`src/sv/b64sc_pkg.sv`:
```
// b64sc_pkg: shared types, codes and alphabet functions for the Base64 codec.
// Standalone package; imported by base64_stream_codec.
`default_nettype none
package b64sc_pkg;

  localparam logic MODE_ENCODE = 1'b0;
  localparam logic MODE_DECODE = 1'b1;

  localparam logic [7:0] PAD_CHAR = 8'h3D;  // '='
  localparam int unsigned MAX_RES = 4;
  localparam int unsigned CNT_W   = 3;

  // Group position codes
  localparam logic [1:0] GP_FIRST  = 2'd0;
  localparam logic [1:0] GP_SECOND = 2'd1;
  localparam logic [1:0] GP_THIRD  = 2'd2;
  localparam logic [1:0] GP_FOURTH = 2'd3;

  typedef struct packed {
    logic [7:0] data;
    logic       has_data;
    logic       last;
    logic       bad_char;
  } res_t;

  // Map a 6-bit value to its alphabet character.
  function automatic logic [7:0] enc_char(input logic [5:0] v);
    logic [7:0] c;
    if (v < 6'd26)      c = 8'h41 + {2'b00, v};
    else if (v < 6'd52) c = 8'h61 + {2'b00, v - 6'd26};
    else if (v < 6'd62) c = 8'h30 + {2'b00, v - 6'd52};
    else if (v == 6'd62) c = 8'h2B;
    else                 c = 8'h2F;
    return c;
  endfunction

  // Map a character to its 6-bit value; bit 6 set means outside the alphabet.
  function automatic logic [6:0] dec_value(input logic [7:0] c);
    logic [6:0] v;
    if (c >= 8'h41 && c <= 8'h5A)      v = 7'(c - 8'h41);
    else if (c >= 8'h61 && c <= 8'h7A) v = 7'(c - 8'h61 + 8'd26);
    else if (c >= 8'h30 && c <= 8'h39) v = 7'(c - 8'h30 + 8'd52);
    else if (c == 8'h2B)               v = 7'd62;
    else if (c == 8'h2F)               v = 7'd63;
    else                               v = 7'd64;
    return v;
  endfunction

endpackage
`default_nettype wire

```
`src/sv/base64_stream_codec.sv`:
```
// base64_stream_codec: Base64 (RFC 4648) stream encoder/decoder, top level.
// Depends on b64sc_pkg for the alphabet functions, codes and result type.
//
// Usage:
//   in_*  : input beats. in_tdata = data_in (byte to encode or character to
//           decode), in_tlast = last_in, closing the message.
//   out_* : result beats. out_tdata = data_out, out_tlast = last_out,
//           out_tuser[0] = has_data, out_tuser[1] = bad_char.
//   cfg_wr_en/cfg_wr_data write the mode register (0 encode, 1 decode) and
//   clear the group state; write only while the block is idle.
// Timing:
//   An accepted beat is worked out in the same cycle and its results (zero to
//   four) land in a four-entry result buffer; the first result is on out_* the
//   cycle after acceptance. The buffer drains one beat per cycle while the
//   receiver takes them, and a new input beat is taken only once the buffer
//   is empty or in the cycle the last buffered result leaves, so the block
//   takes no new beat while earlier results still wait behind the head.
// Reset (rst_n low, synchronous) selects encode mode, clears the group state
// and empties the buffer. When the receiver stalls, the buffer holds its
// contents and in_tready drops until the final buffered result is taken.
`default_nettype none
module base64_stream_codec (
  input  wire logic       clk,
  input  wire logic       rst_n,
  // input channel
  input  wire logic       in_tvalid,
  output logic            in_tready,
  input  wire logic [7:0] in_tdata,   // [7:0] data_in
  input  wire logic       in_tlast,   // last_in
  // result channel
  output logic            out_tvalid,
  input  wire logic       out_tready,
  output logic [7:0]      out_tdata,  // [7:0] data_out
  output logic            out_tlast,  // last_out
  output logic [1:0]      out_tuser,  // [0] has_data, [1] bad_char
  // configuration
  input  wire logic       cfg_wr_en,
  input  wire logic       cfg_wr_data // mode
);
  import b64sc_pkg::*;

  logic             mode_r;
  logic [1:0]       gp_r, gp_nxt;
  logic [5:0]       carry_r, carry_nxt;
  logic             halt_r, halt_nxt;
  res_t             res_r   [MAX_RES];
  res_t             res_nxt [MAX_RES];
  logic [CNT_W-1:0] cnt_r, cnt_nxt;

  logic in_acc, out_acc;

  assign out_tvalid = (cnt_r != '0);
  assign out_tdata  = res_r[0].data;
  assign out_tlast  = res_r[0].last;
  assign out_tuser  = {res_r[0].bad_char, res_r[0].has_data};

  assign out_acc   = out_tvalid && out_tready;
  // Take the next beat once the buffer is empty or its final entry leaves now.
  assign in_tready = (cnt_r == '0) || ((cnt_r == CNT_W'(1)) && out_tready);
  assign in_acc    = in_tvalid && in_tready;

  // Work out all results of the incoming beat and the next group state.
  always_comb begin
    logic [6:0] dv;
    logic [7:0] b;
    b   = in_tdata;
    dv  = dec_value(b);
    gp_nxt    = gp_r;
    carry_nxt = carry_r;
    halt_nxt  = halt_r;
    cnt_nxt   = '0;
    for (int i = 0; i < MAX_RES; i++) begin
      res_nxt[i] = '0;
    end

    if (mode_r == MODE_ENCODE) begin
      case (gp_r)
        GP_FIRST: begin
          res_nxt[0] = '{enc_char(b[7:2]), 1'b1, 1'b0, 1'b0};
          carry_nxt  = {4'b0, b[1:0]};
          gp_nxt     = GP_SECOND;
          cnt_nxt    = CNT_W'(1);
          if (in_tlast) begin
            res_nxt[1] = '{enc_char({b[1:0], 4'b0}), 1'b1, 1'b0, 1'b0};
            res_nxt[2] = '{PAD_CHAR, 1'b1, 1'b0, 1'b0};
            res_nxt[3] = '{PAD_CHAR, 1'b1, 1'b0, 1'b0};
            cnt_nxt    = CNT_W'(4);
          end
        end
        GP_SECOND: begin
          res_nxt[0] = '{enc_char({carry_r[1:0], b[7:4]}), 1'b1, 1'b0, 1'b0};
          carry_nxt  = {2'b0, b[3:0]};
          gp_nxt     = GP_THIRD;
          cnt_nxt    = CNT_W'(1);
          if (in_tlast) begin
            res_nxt[1] = '{enc_char({b[3:0], 2'b0}), 1'b1, 1'b0, 1'b0};
            res_nxt[2] = '{PAD_CHAR, 1'b1, 1'b0, 1'b0};
            cnt_nxt    = CNT_W'(3);
          end
        end
        default: begin
          res_nxt[0] = '{enc_char({carry_r[3:0], b[7:6]}), 1'b1, 1'b0, 1'b0};
          res_nxt[1] = '{enc_char(b[5:0]), 1'b1, 1'b0, 1'b0};
          carry_nxt  = '0;
          gp_nxt     = GP_FIRST;
          cnt_nxt    = CNT_W'(2);
        end
      endcase
    end else if (!halt_r) begin
      if (dv[6]) begin
        halt_nxt = 1'b1;
      end else begin
        case (gp_r)
          GP_FIRST: begin
            carry_nxt = dv[5:0];
            gp_nxt    = GP_SECOND;
          end
          GP_SECOND: begin
            res_nxt[0] = '{{carry_r[5:0], dv[5:4]}, 1'b1, 1'b0, 1'b0};
            carry_nxt  = {2'b0, dv[3:0]};
            gp_nxt     = GP_THIRD;
            cnt_nxt    = CNT_W'(1);
          end
          GP_THIRD: begin
            res_nxt[0] = '{{carry_r[3:0], dv[5:2]}, 1'b1, 1'b0, 1'b0};
            carry_nxt  = {4'b0, dv[1:0]};
            gp_nxt     = GP_FOURTH;
            cnt_nxt    = CNT_W'(1);
          end
          default: begin
            res_nxt[0] = '{{carry_r[1:0], dv[5:0]}, 1'b1, 1'b0, 1'b0};
            carry_nxt  = '0;
            gp_nxt     = GP_FIRST;
            cnt_nxt    = CNT_W'(1);
          end
        endcase
      end
    end

    // End of message: mark the final result (bare if none) and, in decode mode, its bad_char flag, then clear state.
    if (in_tlast) begin
      if (cnt_nxt == '0) begin
        cnt_nxt = CNT_W'(1);
      end
      for (int i = 0; i < MAX_RES; i++) begin
        if (CNT_W'(i + 1) == cnt_nxt) begin
          res_nxt[i].last     = 1'b1;
          res_nxt[i].bad_char = (mode_r == MODE_DECODE) ? halt_nxt : 1'b0;
        end
      end
      gp_nxt    = GP_FIRST;
      carry_nxt = '0;
      halt_nxt  = 1'b0;
    end
  end

  // Control state: mode, group state and buffer fill.
  always_ff @(posedge clk) begin
    if (!rst_n) begin
      mode_r  <= MODE_ENCODE;
      gp_r    <= GP_FIRST;
      carry_r <= '0;
      halt_r  <= 1'b0;
      cnt_r   <= '0;
    end else begin
      if (cfg_wr_en) begin
        mode_r  <= cfg_wr_data;
        gp_r    <= GP_FIRST;
        carry_r <= '0;
        halt_r  <= 1'b0;
      end else if (in_acc) begin
        gp_r    <= gp_nxt;
        carry_r <= carry_nxt;
        halt_r  <= halt_nxt;
      end
      if (in_acc) begin
        cnt_r <= cnt_nxt;
      end else if (out_acc) begin
        cnt_r <= cnt_r - CNT_W'(1);
      end
    end
  end

  // Result buffer payload: load on accept, advance one entry per taken beat.
  always_ff @(posedge clk) begin
    if (in_acc) begin
      for (int i = 0; i < MAX_RES; i++) begin
        res_r[i] <= res_nxt[i];
      end
    end else if (out_acc) begin
      for (int i = 0; i < MAX_RES - 1; i++) begin
        res_r[i] <= res_r[i+1];
      end
    end
  end

`ifndef SYNTHESIS
  a_cnt_range: assert property (@(posedge clk) disable iff (!rst_n)
    cnt_r <= CNT_W'(MAX_RES))
    else $error("result buffer count out of range");

  a_last_yields: assert property (@(posedge clk) disable iff (!rst_n)
    in_acc && in_tlast |=> out_tvalid)
    else $error("final input beat produced no result");

  a_last_is_tail: assert property (@(posedge clk) disable iff (!rst_n)
    out_tvalid && out_tlast |-> cnt_r == CNT_W'(1))
    else $error("last result is not the tail of the buffer");

  a_enc_no_bad: assert property (@(posedge clk) disable iff (!rst_n)
    out_tvalid && mode_r == MODE_ENCODE |-> !out_tuser[1])
    else $error("bad_char set in encode mode");

  a_enc_gp: assert property (@(posedge clk) disable iff (!rst_n)
    mode_r == MODE_ENCODE |-> gp_r != GP_FOURTH)
    else $error("encoder reached fourth group position");
`endif

endmodule
`default_nettype wire
```
`config.mk`:
```
export PLATFORM = sky130hd
export DESIGN_NAME = base64_stream_codec
export DESIGN_NICKNAME = d
export VERILOG_FILES = /design/src/sv/b64sc_pkg.sv /design/src/sv/base64_stream_codec.sv
export SDC_FILE = /design/constraint.sdc
export NUM_CORES = 1
export LEC_CHECK = 0
export BUFFER_PORTS_ARGS = -buffer_cell sky130_fd_sc_hd__buf_4
export CAP_MARGIN = 20
export CORE_MARGIN = 1
export CORE_UTILIZATION = 50
export CTS_CLUSTER_SIZE = 30
export DETAILED_ROUTE_END_ITERATION = 10
export GPL_ROUTABILITY_DRIVEN = 0
export PLACE_DENSITY = 0.66
export SETUP_SLACK_MARGIN = 0.1
export SYNTH_ARGS = -nofsm -noshare
export SYNTH_HDL_FRONTEND = slang
export SYNTH_SLANG_ARGS = --single-unit
```
`constraint.sdc`:
```
create_clock -name clk -period 8.1 [get_ports clk]
set_input_delay 2.43 -clock clk [delete_from_list [all_inputs] [get_ports clk]]
set_output_delay 2.43 -clock clk [all_outputs]
set_load 0.005 [all_outputs]
```
==> flow_summary.toml <==
[clock_network]
post_cts_resize_count = 0
cts_tree = "yes"
htreeDepth = 2
cts_buffers = 5
ctsHoldBuffers = 0
clkTransAtPathRegs_ns = 0.08
cts.sinks = 41
cts_buffer_depth = 2
clock_latency_ns = 0.29
post_cts_buffers = 0
cts-root-buf = "clkbuf_8"

[grt]
grt_pass1_wl_mm = 25.14
overflow = 0
gr-usage-all-layers_pct = 30.74
antenna_found_initial = 0
grt_max_degree = 31
grt_pass1_vias = 4665

[drt]
wl_per_cell_um = 20.37
vias_per_cell = 6.584
vias = 5155
wirelength_mm = 15.95
ant_nets = 0
drtIter0Drc = 418
drc_errors = 0
dr.pass1.iters = 5

[final_layout]
antenna_cells = 0
nFillCells = 946
ff_latch_area_mm2 = 0.001101
area_growth_syn_to_layout_pct = 6.370
fin_nets = 721
final_util_pct = 55.49
drive_above_1_share_pct = 7.231
multi_input_area_mm2 = 0.003776

[job]
maxCapViolCount = 0

[synth]
netlist_top_cells_count = "71 x nand2_1, 57 x ha_1, 55 x a21oi_1, 37 x o21ai_0, 33 x clkbuf_1"
ys_types = 70
yosysTopAreaCell = "edfxtp_1"
synthesis.nets = 729
yosysSeqAreaShare_pct = 21.40
synth_area_per_cell_um2 = 7.833
syn_inst = 657
synthTopCellsByArea = "edfxtp_1 16%, ha_1 14%, a21oi_1 5.3%"
async_flop_share_pct = 0
yosysWarnings = 0
ys_dominant_reg_cell = "edfxtp_1"
synth_edf_count = 28
ys_ff_latch = 41
yosysMostFrequentCell = "nand2_1"
yosys.area.top_type_share_pct = 16.34
syn_area_mm2 = 0.005146

[timing]
fin_skew_ns = 0.004005
timing.final.crit_share_pct = 69.43
hold_viol_final = 0
setup-tns-final_ns = 0
drv_slew = 0
tightest_slew_ns = 0.8872
clock.fmax_mhz = 177.8
fin_crit_ns = 5.624
relSlewSlack_pct = 40.86
setup_viol = 0
rsz0062_at_grt = "no"

[floorplanning]
die_width_um = 103.5
die_area_mm2 = 0.01070
row_count = 36
io_pins = 28
initial_utilization_pct = 52.17
die_height_um = 103.5
core_area_mm2 = 0.009864

[status]
run_status = "finished clean"

[critical_path]
arrival_ns = 5.81
end_kind = "register"
start_kind = "primary input"
required_ns = 8.28
cp_max_fo = 17
critical_path_class = "in -> reg"

[pwr]
ir_drop_v = 0.0001746
leakage_uw = 0.002023
powerDensity_mw_per_mm2 = 176.8

[hold_path]
hp-class = "reg -> reg"

[placement]
dp_hpwl_mm = 11.84
portBuffers = 27
[critical path: stages]
cell	delay (ns)
buf_4	0.21
inv_1	0.25
ha_1	0.38
nor2b_1	0.18
a221oi_1	0.50
nor2_1	0.20
a2111oi_1	0.58
a2111o_1	0.30
a21o_1	0.42
nor3_1	0.11
a32o_1	0.23
[area by class of cell]
| type | count | share of cell area (%) |
|---|---|---|
| clock buffers | 5 | 1.257 |
| clock inverters | 3 | 0.8457 |
| inverters | 24 | 1.646 |
| multi-input cells | 547 | 68.98 |
| flip-flops and latches | 41 | 20.11 |
| well taps | 133 | 3.040 |
| repair buffers | 30 | 4.114 |
[layout by cell type (no fill, tap or decap), types with 6 or more instances in the layout]
| master | count |
|---|---|
| a211oi_1 | 11 |
| a21o_1 | 8 |
| a21oi_1 | 55 |
| a221oi_1 | 7 |
| a31oi_1 | 9 |
| buf_4 | 30 |
| dfxtp_1 | 13 |
| edfxtp_1 | 28 |
| ha_1 | 57 |
| inv_1 | 21 |
| nand2_1 | 71 |
| nand2b_1 | 11 |
| nand3_1 | 24 |
| nand4_1 | 9 |
| nor2_1 | 32 |
| nor2b_1 | 16 |
| nor3_1 | 11 |
| o211ai_1 | 18 |
| o21a_1 | 7 |
| o21ai_0 | 37 |
| o31ai_1 | 8 |
| or3_1 | 6 |
| xnor2_1 | 31 |
| xor2_1 | 20 |
[power breakdown]
part / internal (uW) / switching [uW]
Sequential: 335 / 33.3
Clock: 92.2 / 72.0
Combinational: 163 / 272
[sequential cells by signal, summed over array words and instances, names as in the netlist]
| signal | cells |
|---|---|
| carry_r | 6 |
| cnt_r | 3 |
| mode_r | 1 |
| gp_r | 2 |
| halt_r | 1 |
| res_r | 28 |
[worst paths after layout]
| path | cells past startpoint | endpoint | slack (ns) | startpoint |
|---|---|---|---|---|
| max | 11 | carry_r[3] | 2.48 | in_tdata[6] |
| min | 2 | carry_r[5] | 0.48 | carry_r[5] |
| min reg2reg | 2 | carry_r[5] | 0.48 | carry_r[5] |
| max reg2reg | 10 | res_r[0][9] | 4.87 | carry_r[0] |
[stage by stage]
step	power, uW	area, um^2	hold slack [ns]	instances	setup slack (ns)
after detailed placement	804.0	5359	0.4684	775	2.306
after CTS	968.0	5474	0.4802	783	2.586
final	967.6	5474	0.4849	783	2.476
after floorplan	640.8	5146	0.4464	657	2.773
after global placement	795.8	5359	0.4593	775	2.401
after global routing	1034	5474	0.5172	783	2.295
[cells by family after synthesis]
logic type / count (synthesis) / share of synthesized area [%]
adders and majority gates: 57 / 13.86
DFF: 41 / 21.40
muxes: 4 / 0.7781
and+or+nand+nor: 208 / 19.91
AOI/OAI and AO/OA: 226 / 30.08
buffers and inverters: 69 / 5.227
xor gates and xnor gates: 51 / 8.680
other: 1 / 0.07287
[layer usage]
| metal | GRT usage (%) | up-vias | share of wire (%) |
|---|---|---|---|
| met3 | 3.091 | 35 | 7.2 |
| met5 | 0 | - | 0 |
| met2 | 50.84 | 267 | 46 |
| li1 | - | 2428 | - |
| met4 | 10.73 | 0 | 3.0 |
| met1 | 41.67 | 2425 | 44 |
(Power assumes the default switching activity.)
